===== src/upgd_pkg.sv =====
// Shared types and constants for the parking gap detector.
// No dependencies; imported by the datapath and controller.
package upgd_pkg;

  localparam int CFG_IDX_W  = 2;
  localparam int CFG_DATA_W = 16;

  localparam logic [CFG_IDX_W-1:0] CFG_GAP_THRESHOLD = 2'd0;
  localparam logic [CFG_IDX_W-1:0] CFG_SLOT_TYPE     = 2'd1;
  localparam logic [CFG_IDX_W-1:0] CFG_VEHICLE_WIDTH = 2'd2;

  localparam logic [15:0] GAP_THRESHOLD_RST = 16'd2000;
  localparam logic [1:0]  SLOT_TYPE_RST     = 2'd0;
  localparam logic [12:0] VEHICLE_WIDTH_RST = 13'd1800;

  localparam logic [1:0] SLOT_PARALLEL      = 2'd0;
  localparam logic [1:0] SLOT_PERPENDICULAR = 2'd1;

  localparam int DIST_W      = 16;
  localparam int DEPTH_W     = 14;
  localparam int WIDTH_OUT_W = 17;
  localparam int CX_OUT_W    = 18;
  localparam int CY_W        = 15;
  localparam int CORNER_W    = 20;
  localparam int TDATA_W     = 104;
  localparam int TUSER_W     = 3;

  localparam int MIN_GAP     = 5;
  localparam int SPACING     = 100;
  localparam int RANGE_LIMIT = 10000;
  localparam int ROT_SHIFT   = 16;
  localparam int ROUND_HALF  = 32768;
  localparam logic signed [16:0] HALF_SQRT2_Q16 = 17'sd46341;

  localparam logic [1:0] LAST_CORNER = 2'd3;

  typedef struct packed {
    logic       take;      // input channel open
    logic       div_step;
    logic       prep;
    logic       mul_a;
    logic       mul_b;
    logic       emit;
    logic       last;
    logic [1:0] corner;
  } cmd_t;

  typedef struct packed {
    logic end_accept;  // scan_end reading transferred this cycle
    logic div_done;
    logic found;
    logic out_free;
  } status_t;

  // corner sign patterns, 1 = negative offset
  function automatic logic neg_x(logic [1:0] st, logic [1:0] k);
    if (st == SLOT_PARALLEL) return (k == 2'd0) || (k == 2'd3);
    return !k[1];
  endfunction

  function automatic logic neg_y(logic [1:0] st, logic [1:0] k);
    if (st == SLOT_PARALLEL) return !k[1];
    return (k == 2'd0) || (k == 2'd3);
  endfunction

endpackage


===== src/ultrasonic_parking_gap_detector.sv =====
// Top level of the parking gap detector: controller plus datapath.
// Depends on upgd_pkg, upgd_ctrl and upgd_datapath.
//
// One distance reading (mm) is taken per cycle while a scan is running. The
// reading carrying tlast closes the scan; the block then stops taking input
// for the end-of-scan work: a restoring divider for the mean depth, one bit
// per cycle for each bit of the run sum (24 bits at MAX_READINGS = 1024),
// then slot setup, then for each corner the two rotation products in turn
// and the output register, which waits while the output side stalls; only
// then is the next scan's first reading taken. A found slot gives four
// result transfers, one per corner, the fourth with tlast; no slot gives one
// transfer with found clear and tlast set. Configuration is written through
// the plain write port; the user must do so only while idle, as the block
// itself does not enforce it.
module ultrasonic_parking_gap_detector #(
  parameter int MAX_READINGS = 1024
) (
  input  logic                            clk_i,
  input  logic                            rst_ni,
  input  logic                            cfg_we_i,
  input  logic [upgd_pkg::CFG_IDX_W-1:0]  cfg_idx_i,
  input  logic [upgd_pkg::CFG_DATA_W-1:0] cfg_wdata_i,
  input  logic                            s_axis_tvalid_i,
  output logic                            s_axis_tready_o,
  // [15:0] distance
  input  logic [upgd_pkg::DIST_W-1:0]     s_axis_tdata_i,
  input  logic                            s_axis_tlast_i,   // scan_end
  output logic                            m_axis_tvalid_o,
  input  logic                            m_axis_tready_i,
  // [16:0] slot_width, [30:17] slot_depth, [48:31] center_along,
  // [63:49] center_lateral, [83:64] corner_along, [103:84] corner_lateral
  output logic [upgd_pkg::TDATA_W-1:0]    m_axis_tdata_o,
  // [0] found, [2:1] corner_index
  output logic [upgd_pkg::TUSER_W-1:0]    m_axis_tuser_o,
  output logic                            m_axis_tlast_o    // last_of_run
);
  import upgd_pkg::*;

  cmd_t    cmd;
  status_t status;

  upgd_ctrl u_ctrl (
    .clk_i    (clk_i),
    .rst_ni   (rst_ni),
    .status_i (status),
    .cmd_o    (cmd)
  );

  upgd_datapath #(
    .MAX_READINGS (MAX_READINGS)
  ) u_datapath (
    .clk_i           (clk_i),
    .rst_ni          (rst_ni),
    .cfg_we_i        (cfg_we_i),
    .cfg_idx_i       (cfg_idx_i),
    .cfg_wdata_i     (cfg_wdata_i),
    .s_axis_tvalid_i (s_axis_tvalid_i),
    .s_axis_tready_o (s_axis_tready_o),
    .s_axis_tdata_i  (s_axis_tdata_i),
    .s_axis_tlast_i  (s_axis_tlast_i),
    .m_axis_tvalid_o (m_axis_tvalid_o),
    .m_axis_tready_i (m_axis_tready_i),
    .m_axis_tdata_o  (m_axis_tdata_o),
    .m_axis_tuser_o  (m_axis_tuser_o),
    .m_axis_tlast_o  (m_axis_tlast_o),
    .cmd_i           (cmd),
    .status_o        (status)
  );

endmodule


===== src/upgd_datapath.sv =====
// Datapath: run tracking, config registers, serial divider, corner math, output register.
// Depends on upgd_pkg; driven by upgd_ctrl through cmd_t / status_t.
module upgd_datapath #(
  parameter int MAX_READINGS = 1024
) (
  input  logic                                clk_i,
  input  logic                                rst_ni,
  input  logic                                cfg_we_i,
  input  logic [upgd_pkg::CFG_IDX_W-1:0]      cfg_idx_i,
  input  logic [upgd_pkg::CFG_DATA_W-1:0]     cfg_wdata_i,
  input  logic                                s_axis_tvalid_i,
  output logic                                s_axis_tready_o,
  input  logic [upgd_pkg::DIST_W-1:0]         s_axis_tdata_i,
  input  logic                                s_axis_tlast_i,
  output logic                                m_axis_tvalid_o,
  input  logic                                m_axis_tready_i,
  output logic [upgd_pkg::TDATA_W-1:0]        m_axis_tdata_o,
  output logic [upgd_pkg::TUSER_W-1:0]        m_axis_tuser_o,
  output logic                                m_axis_tlast_o,
  input  upgd_pkg::cmd_t                      cmd_i,
  output upgd_pkg::status_t                   status_o
);
  import upgd_pkg::*;

  localparam int IDX_W   = $clog2(MAX_READINGS + 1);
  localparam int START_W = $clog2(MAX_READINGS);
  localparam int LEN_W   = IDX_W;
  localparam int SUM_W   = $clog2(MAX_READINGS * (RANGE_LIMIT - 1) + 1);
  localparam int DC_W    = $clog2(SUM_W + 1);
  localparam int HW_W    = $clog2(MAX_READINGS * SPACING + 1);
  localparam int V_W     = ((HW_W > DEPTH_W) ? HW_W : DEPTH_W) + 2;
  localparam int P_W     = V_W + 17;
  localparam int CXS_W   = $clog2(MAX_READINGS + MAX_READINGS / 2 + 1);
  localparam int CXF_W   = CXS_W + 8;

  // config
  logic [15:0] gap_thr_q;
  logic [1:0]  slot_type_q;
  logic [12:0] veh_width_q;

  // scan state
  logic [IDX_W-1:0]   idx_q;
  logic               active_q;
  logic [START_W-1:0] start_q, best_start_q;
  logic [LEN_W-1:0]   len_q, best_len_q, cnt_q, best_cnt_q;
  logic [SUM_W-1:0]   sum_q, best_sum_q;

  // end-of-scan result and divider
  logic [START_W-1:0] res_start_q;
  logic [LEN_W-1:0]   res_len_q, res_cnt_q;
  logic [SUM_W-1:0]   quo_q;
  logic [LEN_W-1:0]   rem_q;
  logic [DC_W-1:0]    div_cnt_q;

  // slot geometry
  logic                      found_q;
  logic [DEPTH_W-1:0]        depth_q;
  logic [HW_W-1:0]           hw_q;
  logic signed [CORNER_W-1:0] cx_q;
  logic [CY_W-1:0]           cy_q;
  logic signed [P_W-1:0]     prod_a_q, prod_b_q;

  logic m_valid_q;

  // per-reading update
  logic               accept, in_rng, gap, near, close, take_best;
  logic               x_active;
  logic [START_W-1:0] x_start, b_start;
  logic [LEN_W-1:0]   x_len, x_cnt, b_len, b_cnt;
  logic [SUM_W-1:0]   x_sum, b_sum;

  always_comb begin
    accept   = s_axis_tvalid_i && cmd_i.take;
    in_rng   = idx_q < IDX_W'(MAX_READINGS);
    gap      = s_axis_tdata_i > gap_thr_q;
    near     = s_axis_tdata_i < DIST_W'(RANGE_LIMIT);
    x_active = active_q;
    x_start  = start_q;
    x_len    = len_q;
    x_sum    = sum_q;
    x_cnt    = cnt_q;
    if (in_rng && gap) begin
      if (!active_q) begin
        x_active = 1'b1;
        x_start  = idx_q[START_W-1:0];
        x_len    = '0;
        x_sum    = '0;
        x_cnt    = '0;
      end
      x_len = x_len + LEN_W'(1);
      if (near) begin
        x_sum = x_sum + SUM_W'(s_axis_tdata_i);
        x_cnt = x_cnt + LEN_W'(1);
      end
    end
    // strictly longer wins, so ties keep the earlier run
    close     = s_axis_tlast_i || (in_rng && !gap);
    take_best = close && x_active && (x_len > best_len_q);
    b_start   = take_best ? x_start : best_start_q;
    b_len     = take_best ? x_len   : best_len_q;
    b_sum     = take_best ? x_sum   : best_sum_q;
    b_cnt     = take_best ? x_cnt   : best_cnt_q;
  end

  always_ff @(posedge clk_i or negedge rst_ni) begin
    if (!rst_ni) begin
      gap_thr_q   <= GAP_THRESHOLD_RST;
      slot_type_q <= SLOT_TYPE_RST;
      veh_width_q <= VEHICLE_WIDTH_RST;
    end else if (cfg_we_i) begin
      unique case (cfg_idx_i)
        CFG_GAP_THRESHOLD: gap_thr_q   <= cfg_wdata_i;
        CFG_SLOT_TYPE:     slot_type_q <= cfg_wdata_i[1:0];
        CFG_VEHICLE_WIDTH: veh_width_q <= cfg_wdata_i[12:0];
        default: ;
      endcase
    end
  end

  always_ff @(posedge clk_i or negedge rst_ni) begin
    if (!rst_ni) begin
      idx_q        <= '0;
      active_q     <= 1'b0;
      start_q      <= '0;
      len_q        <= '0;
      sum_q        <= '0;
      cnt_q        <= '0;
      best_start_q <= '0;
      best_len_q   <= '0;
      best_sum_q   <= '0;
      best_cnt_q   <= '0;
    end else if (accept) begin
      if (s_axis_tlast_i) begin
        idx_q        <= '0;
        active_q     <= 1'b0;
        start_q      <= '0;
        len_q        <= '0;
        sum_q        <= '0;
        cnt_q        <= '0;
        best_start_q <= '0;
        best_len_q   <= '0;
        best_sum_q   <= '0;
        best_cnt_q   <= '0;
      end else begin
        if (in_rng) idx_q <= idx_q + IDX_W'(1);
        active_q     <= close ? 1'b0 : x_active;
        start_q      <= x_start;
        len_q        <= x_len;
        sum_q        <= x_sum;
        cnt_q        <= x_cnt;
        best_start_q <= b_start;
        best_len_q   <= b_len;
        best_sum_q   <= b_sum;
        best_cnt_q   <= b_cnt;
      end
    end
  end

  // restoring divider, one quotient bit per step, quotient replaces dividend in quo_q
  logic [LEN_W:0] trial;
  logic           fits;

  always_comb begin
    trial = {rem_q, quo_q[SUM_W-1]};
    fits  = trial >= {1'b0, res_cnt_q};
  end

  always_ff @(posedge clk_i or negedge rst_ni) begin
    if (!rst_ni) begin
      div_cnt_q <= '0;
    end else if (accept && s_axis_tlast_i) begin
      div_cnt_q <= DC_W'(SUM_W);
    end else if (cmd_i.div_step) begin
      div_cnt_q <= div_cnt_q - DC_W'(1);
    end
  end

  always_ff @(posedge clk_i) begin
    if (accept && s_axis_tlast_i) begin
      res_start_q <= b_start;
      res_len_q   <= b_len;
      res_cnt_q   <= b_cnt;
      quo_q       <= b_sum;
      rem_q       <= '0;
    end else if (cmd_i.div_step) begin
      quo_q <= {quo_q[SUM_W-2:0], fits};
      rem_q <= fits ? LEN_W'(trial - {1'b0, res_cnt_q}) : trial[LEN_W-1:0];
    end
  end

  // geometry
  logic [DEPTH_W-1:0]       depth_w;
  logic [CXF_W-1:0]         cx_full;
  logic signed [V_W-1:0]    hw_s, hd_s, dx, dy, va, vb;
  logic signed [P_W-1:0]    rnd_a, rnd_b;
  logic signed [CORNER_W-1:0] cy_s, ax, ay;
  logic                     diag;

  always_comb begin
    depth_w = (res_cnt_q == '0) ? '0 : quo_q[DEPTH_W-1:0];
    cx_full = (CXF_W'(res_start_q) + CXF_W'(res_len_q >> 1)) * CXF_W'(2 * SPACING);
    diag    = (slot_type_q != SLOT_PARALLEL) && (slot_type_q != SLOT_PERPENDICULAR);
    hw_s    = $signed(V_W'(hw_q));
    hd_s    = $signed(V_W'(depth_q));
    dx      = neg_x(slot_type_q, cmd_i.corner) ? -hw_s : hw_s;
    dy      = neg_y(slot_type_q, cmd_i.corner) ? -hd_s : hd_s;
    va      = dx - dy;
    vb      = dx + dy;
    rnd_a   = (prod_a_q + P_W'(ROUND_HALF)) >>> ROT_SHIFT;
    rnd_b   = (prod_b_q + P_W'(ROUND_HALF)) >>> ROT_SHIFT;
    cy_s    = $signed(CORNER_W'(cy_q));
    ax      = diag ? cx_q + CORNER_W'(rnd_a) : cx_q + CORNER_W'(dx);
    ay      = diag ? cy_s + CORNER_W'(rnd_b) : cy_s + CORNER_W'(dy);
  end

  always_ff @(posedge clk_i or negedge rst_ni) begin
    if (!rst_ni) begin
      found_q <= 1'b0;
    end else if (cmd_i.prep) begin
      found_q <= res_len_q >= LEN_W'(MIN_GAP);
    end
  end

  always_ff @(posedge clk_i) begin
    if (cmd_i.prep) begin
      depth_q <= depth_w;
      hw_q    <= HW_W'(res_len_q) * HW_W'(SPACING);
      cx_q    <= $signed(CORNER_W'(cx_full));
      cy_q    <= CY_W'(veh_width_q) + CY_W'(depth_w);
    end
    if (cmd_i.mul_a) prod_a_q <= P_W'(va) * P_W'(HALF_SQRT2_Q16);
    if (cmd_i.mul_b) prod_b_q <= P_W'(vb) * P_W'(HALF_SQRT2_Q16);
  end

  // output register
  always_ff @(posedge clk_i or negedge rst_ni) begin
    if (!rst_ni) begin
      m_valid_q <= 1'b0;
    end else if (cmd_i.emit) begin
      m_valid_q <= 1'b1;
    end else if (m_axis_tready_i) begin
      m_valid_q <= 1'b0;
    end
  end

  always_ff @(posedge clk_i) begin
    if (cmd_i.emit) begin
      if (found_q) begin
        m_axis_tdata_o <= {ay, ax, cy_q, cx_q[CX_OUT_W-1:0], depth_q,
                           WIDTH_OUT_W'(hw_q)};
        m_axis_tuser_o <= {cmd_i.corner, 1'b1};
        m_axis_tlast_o <= cmd_i.last;
      end else begin
        m_axis_tdata_o <= '0;
        m_axis_tuser_o <= '0;
        m_axis_tlast_o <= 1'b1;
      end
    end
  end

  assign m_axis_tvalid_o = m_valid_q;
  assign s_axis_tready_o = cmd_i.take;

  always_comb begin
    status_o.end_accept = accept && s_axis_tlast_i;
    status_o.div_done   = div_cnt_q == '0;
    status_o.found      = found_q;
    status_o.out_free   = !m_valid_q || m_axis_tready_i;
  end

endmodule


===== src/upgd_ctrl.sv =====
// Controller FSM: scan intake, divide, slot prep and per-corner sequencing.
// Depends on upgd_pkg; drives upgd_datapath by cmd_t, watches status_t.
module upgd_ctrl (
  input  logic               clk_i,
  input  logic               rst_ni,
  input  upgd_pkg::status_t  status_i,
  output upgd_pkg::cmd_t     cmd_o
);
  import upgd_pkg::*;

  typedef enum logic [5:0] {
    ST_RUN  = 6'b000001,
    ST_DIV  = 6'b000010,
    ST_PREP = 6'b000100,
    ST_MULA = 6'b001000,
    ST_MULB = 6'b010000,
    ST_EMIT = 6'b100000
  } state_e;

  state_e     state_q, state_d;
  logic [1:0] corner_q, corner_d;
  logic       last;

  always_comb begin
    state_d  = state_q;
    corner_d = corner_q;
    last     = !status_i.found || (corner_q == LAST_CORNER);
    cmd_o    = '0;
    cmd_o.corner = corner_q;
    cmd_o.last   = last;
    unique case (state_q)
      ST_RUN: begin
        cmd_o.take = 1'b1;
        if (status_i.end_accept) state_d = ST_DIV;
      end
      ST_DIV: begin
        if (status_i.div_done) state_d = ST_PREP;
        else cmd_o.div_step = 1'b1;
      end
      ST_PREP: begin
        cmd_o.prep = 1'b1;
        corner_d   = '0;
        state_d    = ST_MULA;
      end
      ST_MULA: begin
        cmd_o.mul_a = 1'b1;
        state_d     = ST_MULB;
      end
      ST_MULB: begin
        cmd_o.mul_b = 1'b1;
        state_d     = ST_EMIT;
      end
      ST_EMIT: begin
        if (status_i.out_free) begin
          cmd_o.emit = 1'b1;
          if (last) begin
            state_d = ST_RUN;
          end else begin
            corner_d = corner_q + 2'd1;
            state_d  = ST_MULA;
          end
        end
      end
      default: state_d = ST_RUN;
    endcase
  end

  always_ff @(posedge clk_i or negedge rst_ni) begin
    if (!rst_ni) begin
      state_q  <= ST_RUN;
      corner_q <= '0;
    end else begin
      state_q  <= state_d;
      corner_q <= corner_d;
    end
  end

endmodule


===== config.mk =====
export PLATFORM = sky130hd
export DESIGN_NAME = ultrasonic_parking_gap_detector
export DESIGN_NICKNAME = d
export VERILOG_FILES = /design/src/upgd_pkg.sv /design/src/ultrasonic_parking_gap_detector.sv /design/src/upgd_datapath.sv /design/src/upgd_ctrl.sv
export SDC_FILE = /design/constraint.sdc
export NUM_CORES = 2
export LEC_CHECK = 0
export BUFFER_PORTS_ARGS = -buffer_cell sky130_fd_sc_hd__buf_4
export CAP_MARGIN = 20
export CORE_AREA = 5 5 241 302
export DETAILED_ROUTE_END_ITERATION = 12
export DIE_AREA = 0 0 246 307
export GPL_TIMING_DRIVEN = 0
export PLACE_DENSITY = 0.77
export SYNTH_ARGS = -nofsm -noshare
export SYNTH_HDL_FRONTEND = slang
export SYNTH_SLANG_ARGS = --single-unit

===== constraint.sdc =====
create_clock -name clk_i -period 8.5 [get_ports clk_i]
set_clock_uncertainty 0.05 [all_clocks]
set_input_delay 0.85 -clock clk_i [delete_from_list [all_inputs] [get_ports clk_i]]
set_output_delay 0.85 -clock clk_i [all_outputs]
set_load 0.005 [all_outputs]

Word level (Yosys, flattened, before mapping) --
Index checks and enable logic that the tools add are counted.
Operators by class: magnitude comparators 6, multiply operators 4, reductions and logical operators 31, mux-type cells 64, add/subtract/negate cells 19, equal/unequal tests 14
Operator list (number):
- 24-bit two-way mux | 9
- 11-bit two-way mux | 16
- 36-bit by 17-bit adder with 36-bit output, second input constant | 2
- 19-bit by 17-bit multiplier with 36-bit output, second input constant | 2
- 10-bit two-way mux | 5
- 20-bit two-way mux | 2
- 19-bit two-way mux | 2
- 6-bit case mux with 6 select lines | 1
- 11-bit by 1-bit adder with 11-bit output, second input constant | 3
- 24-bit by 16-bit adder with 24-bit output | 1
- 16-bit by 19-bit adder with 20-bit output | 1
- 16-bit by 20-bit adder with 20-bit output | 1
- 20-bit by 19-bit adder with 20-bit output | 1
- 20-bit adder | 1
- 19-bit adder | 1
- 19-bit by 5-bit multiplier with 16-bit output, second input constant | 1
- 1-bit two-way mux | 19
- 14-bit negator with 19-bit output | 1
- 17-bit negator with 19-bit output | 1
- 19-bit subtractor | 1
- 6-bit two-way mux | 3
- 16-bit greater-than comparator | 1
- 16-bit by 14-bit < comparator with 1-bit output, second input constant | 1
- 13-bit by 14-bit adder with 15-bit output | 1
- other kinds (33) | 61
Storage, ports and cells: flip-flop bits (word level) 472, word-level logic and storage cells 171

Depth between registers and ports, before layout --
depth after elaboration 9, mapped depth 37, gate-level depth less buffers 36

Modules after synthesis --
Synthesis repeated with hierarchy kept, for this count alone.
Unflattened totals: cell total of the unflattened synthesis 3840, area total of the unflattened synthesis 37732.4 um^2
By module, submodules not included:
- upgd_datapath | instances 1, area an instance 37235.7 um^2, cells each 3791, seq. area each 12124.1 um^2
- upgd_ctrl | instances 1, area an instance 496.7 um^2, cells each 49, seq. area each 201.4 um^2

Worst setup path before layout --
No wires, ideal clock.
kind register to register, from reg u_datapath.depth_q[0], to reg u_datapath.prod_a_q[35] (data pin), slack -0.744 ns, path buffers 1, cell stages (with the launch flop) 35, data arrival time 8.928 ns, library setup time 0.265 ns, required time 8.185 ns, cell sequence edfxtp_1 inv_1 ha_1 nand2_1 or4_1 o41ai_1 xor2_1 inv_1 ha_1 clkbuf_1 or2_2 o22ai_1 a311oi_4 a21o_4 o211ai_2 a21o_1 xnor2_4 inv_1 ha_1 fa_1 inv_1 fa_1 fa_1 fa_1 inv_1 fa_1 inv_1 ha_1 a21oi_1 nor2b_1 or4_1 o21a_1 a41o_1 o21ai_0 a31oi_1
Between the ends: word-level cells in the longest chain between the ends 4
RTL lines:
- start, declared | line upgd_datapath.sv:57 | logic [DEPTH_W-1:0] depth_q;
- start signal, assigned | line upgd_datapath.sv:226 | depth_q <= depth_w;
- 14-bit negator with 19-bit output | line upgd_datapath.sv:206 | dy = neg_y(slot_type_q, cmd_i.corner) ? -hd_s : hd_s;
- 19-bit two-way mux * | line upgd_datapath.sv:206
- 19-bit subtractor * | line upgd_datapath.sv:207 | va = dx - dy;
- 19-bit by 17-bit multiplier with 36-bit output * | line upgd_datapath.sv:231 | if (cmd_i.mul_a) prod_a_q <= P_W'(va) * P_W'(HALF_SQRT2_Q16);
- end signal, assigned | line upgd_datapath.sv:231
- end, declared | line upgd_datapath.sv:61 | logic signed [P_W-1:0] prod_a_q, prod_b_q;
Every way passes the cells marked *; elsewhere a longest branch is shown, timed or not. A chain may end at the register's enable or synchronous reset.

Worst setup path after layout --
Ends and elaborated chain as after synthesis.

==> results.json <==
{
  "post_drt_via_cell_ratio": 5.857,
  "nets": 4874,
  "timing.final.crit_share_pct": 106.9,
  "route.antenna.remaining_nets": 0,
  "failing_checks": "negative setup slack",
  "postSynth.topFlopCell": "sky130_fd_sc_hd__edfxtp_1",
  "register_bit_count_reported_by_yosys": 442,
  "worstMarginPinSlew_ns": 1.177,
  "placeableCoreArea_sq_um": 69830,
  "critPathSlowestCell": "sky130_fd_sc_hd__fa_1",
  "synthesis.area_per_instance_sq_um": 10.05,
  "setup-tns-final_ns": -6.699,
  "worst_setup_path_startpoint": "u_datapath.depth_q[0]",
  "total_clock_buffers_created_by_cts": 46,
  "worst_skew_pair.late_latency_ns": 0.63,
  "relSlewSlack_pct": 21.51,
  "number_of_flops_mapped_to_enable_cells_by_yosys": 261,
  "critPathRequiredTime_ns": 8.82,
  "clock_sinks": 442,
  "die-area_sq_um": 75520,
  "grt_first_pass_wirelength_microns": 157200,
  "delay_of_the_slowest_critical_path_stage_ns": 0.56,
  "post-synth-top-area-fraction_pct": 20.73,
  "tritoncts": "done",
  "synth.yosys.warnings": 0,
  "postSynth.asyncResetShare_pct": 38.46,
  "grt_start_max_net_pins": 102,
  "dpl.hpwl_microns": 76050,
  "cp.arrival_ns": 9.41,
  "instances_no_fill": 5096,
  "r2r_setup_slack_ns": -0.59,
  "post-route-worst-setup-slack_ns": -0.5889,
  "path_depth": 36,
  "floorplan.initialDensity_pct": 54.13,
  "placementRows": 109,
  "crit_type": "reg -> reg",
  "globalplace.congestion": 0.9567,
  "synth.distinct_cells": 102,
  "netlist_instances": 3760,
  "status": "complete, but fails checks",
  "dominant_cell_by_count_in_the_synthesized_netlist": "sky130_fd_sc_hd__inv_1",
  "grt_setup_unrepaired": "true",
  "cell_area_after_synthesis_sq_um": 37800,
  "hold_viol": 0,
  "worstHoldPathType": "in -> async",
  "yosys.area.top_type": "sky130_fd_sc_hd__edfxtp_1",
  "dieWidth_microns": 246,
  "routedWlPerCell_microns": 21.10,
  "critical_path.reg2reg.startpoint": "u_datapath.depth_q[0]",
  "drv.max_cap_violation_count": 0,
  "grt-ovfl-total": 0,
  "grt_pass1_vias": 29753,
  "clk_transition_reported_paths_ns": 0.07,
  "synth_seq_area_share_pct": 32.61,
  "totalWireLength_microns": 107500,
  "fp.dieH_microns": 307,
  "post_cts_hold_buffer_count": 0,
  "fin_area_sq_um": 44810,
  "grt_usage_pct": 26.23,
  "floorplan.io_pins": 150,
  "post_synth_main_area_contributors": "sky130_fd_sc_hd__edfxtp_1 21%, sky130_fd_sc_hd__ha_1 17%, sky130_fd_sc_hd__fa_1 11%",
  "crit_buf_inv": 7,
  "synth.top_cells.by_count": "540 x sky130_fd_sc_hd__inv_1, 516 x sky130_fd_sc_hd__ha_1, 261 x sky130_fd_sc_hd__edfxtp_1",
  "setup.worst_path.start_class": "register",
  "final-setup-viol-count": 24,
  "place.detailed.instances": 4856,
  "detail_route.drc_violations": 0,
  "area_growth_pct": 18.54,
  "timing.critical_path.to": "u_datapath.prod_a_q[35]",
  "critical_path.endpoint_type": "register",
  "cts_h_tree_depth": 2,
  "detailroute.via_count": 29849,
  "timing.reg2reg.worst_path_depth": 36,
  "port_buffers": 144,
  "maxClockFrequency_mhz": 110.0,
  "drt_iter0_markers": 2389,
  "detailedRoute.firstPassIterationCount": 8,
  "cts_buffer_depth": 3,
  "reg2reg_to": "u_datapath.prod_a_q[35]",
  "final_max_slew_viol_count": 0,
  "worstPathMaxFanout": 4,
  "ctsRootBufferMaster": "sky130_fd_sc_hd__clkbuf_16",
  "layout-drive-gt1-share_pct": 17.70,
  "fin_crit_ns": 9.089,
  "final.hold.worst_slack_ns": 0.2220,
  "cp_common_cell": "sky130_fd_sc_hd__fa_1",
  "antenna_found_initial": 2,
  "area_post_placement_sq_um": 40460,
  "timing.critical_path.max_delay_family": "adder cells"
}
==> placed cells by master, fill, tap and decap left out, types with 76 or more instances in the layout <==
cell type                  synthesis  routed
sky130_fd_sc_hd__nor2_1          174     164
sky130_fd_sc_hd__edfxtp_1        261     261
sky130_fd_sc_hd__dfrtp_1         159     158
sky130_fd_sc_hd__buf_4             8     296
sky130_fd_sc_hd__o21ai_0         170     153
sky130_fd_sc_hd__inv_1           540     515
sky130_fd_sc_hd__nand2_1         253     248
sky130_fd_sc_hd__ha_1            516     470
sky130_fd_sc_hd__a21oi_1         163     146
sky130_fd_sc_hd__and2_1          144     142
sky130_fd_sc_hd__xor2_1           92      76
sky130_fd_sc_hd__xnor2_1         157     127
sky130_fd_sc_hd__fa_1            204     197
==> stage by stage <==
stage | setup WS, ns | util, %
3_5_place_dp | -1.782 | 57.95
6_report | -0.5889 | 64.17
4_1_cts | -0.08248 | 62.47
5_1_grt | -0.7620 | 64.17
3_3_place_gp | -1.716 | 57.78
2_1_floorplan | -0.2659 | -
==> sequential cells by signal, summed over array words and instances (netlist names), 13 cells and up <==
name                       count
u_datapath.cx_q               16
u_datapath.hw_q               15
u_datapath.prod_b_q           21
u_datapath.m_axis_tdata_o     99
u_datapath.depth_q            14
u_datapath.quo_q              24
u_datapath.cy_q               15
u_datapath.veh_width_q        13
u_datapath.gap_thr_q          16
u_datapath.best_sum_q         24
u_datapath.prod_a_q           21
u_datapath.sum_q              24
==> cell type report <==
class,count,area [sq um]
Sequential cell,442,12330
Timing Repair inverter,2,12.51
Clock inverter,31,324.1
Buffer,102,476.7
Tap cell,943,1180
Antenna cell,1,2.502
Timing Repair Buffer,308,2466
Clock buffer,55,1237
Multi-Input combinational cell,2669,24730
Fill cell,5251,25020
Inverter,543,2052
==> kinds of logic after synthesis <==
kind of cell | count (synthesis) | share of synthesized area (%)
buffers and inverters | 653 | 6.630
xor gates and xnor gates | 254 | 6.044
DFF | 442 | 32.61
AOI/OAI and AO/OA | 737 | 13.15
adders and majority gates | 720 | 27.88
other | 1 | 0.009921
and+or+nand+nor | 892 | 11.95
muxes | 61 | 1.725
==> worst min path at each step <==
stage | from | end | slack (ns) | cells past startpoint
2_1_floorplan | u_datapath.rem_q[10] | u_datapath.rem_q[10] | 0.38 | 2
6_report | rst_ni | u_datapath.sum_q[12] | 0.22 | 1
3_5_place_dp | u_datapath.rem_q[10] | u_datapath.rem_q[10] | 0.40 | 2
3_3_place_gp | u_datapath.rem_q[10] | u_datapath.rem_q[10] | 0.39 | 2
5_1_grt | rst_ni | u_datapath.sum_q[12] | 0.30 | 1
4_1_cts | rst_ni | u_datapath.sum_q[12] | 0.25 | 1
==> layer usage <==
metal / wire length [microns] / global-route usage [%]
met4: 8564 / 15.54
met1: 39290 / 30.77
met5: 13 / 0
met2: 52920 / 46.19
met3: 6760 / 3.164
==> what timing repair did <==
item | 4_1_cts | 5_1_grt
gates cloned | 2 | 0
setup buffers | 95 | 65
pin swaps | 76 | 79
setup endpoints to repair | 36 | 29
gates resized for setup | 147 | 131
Power is not shown: default switching activity piles up to over one toggle a cycle in this logic, so the estimate is an artifact.
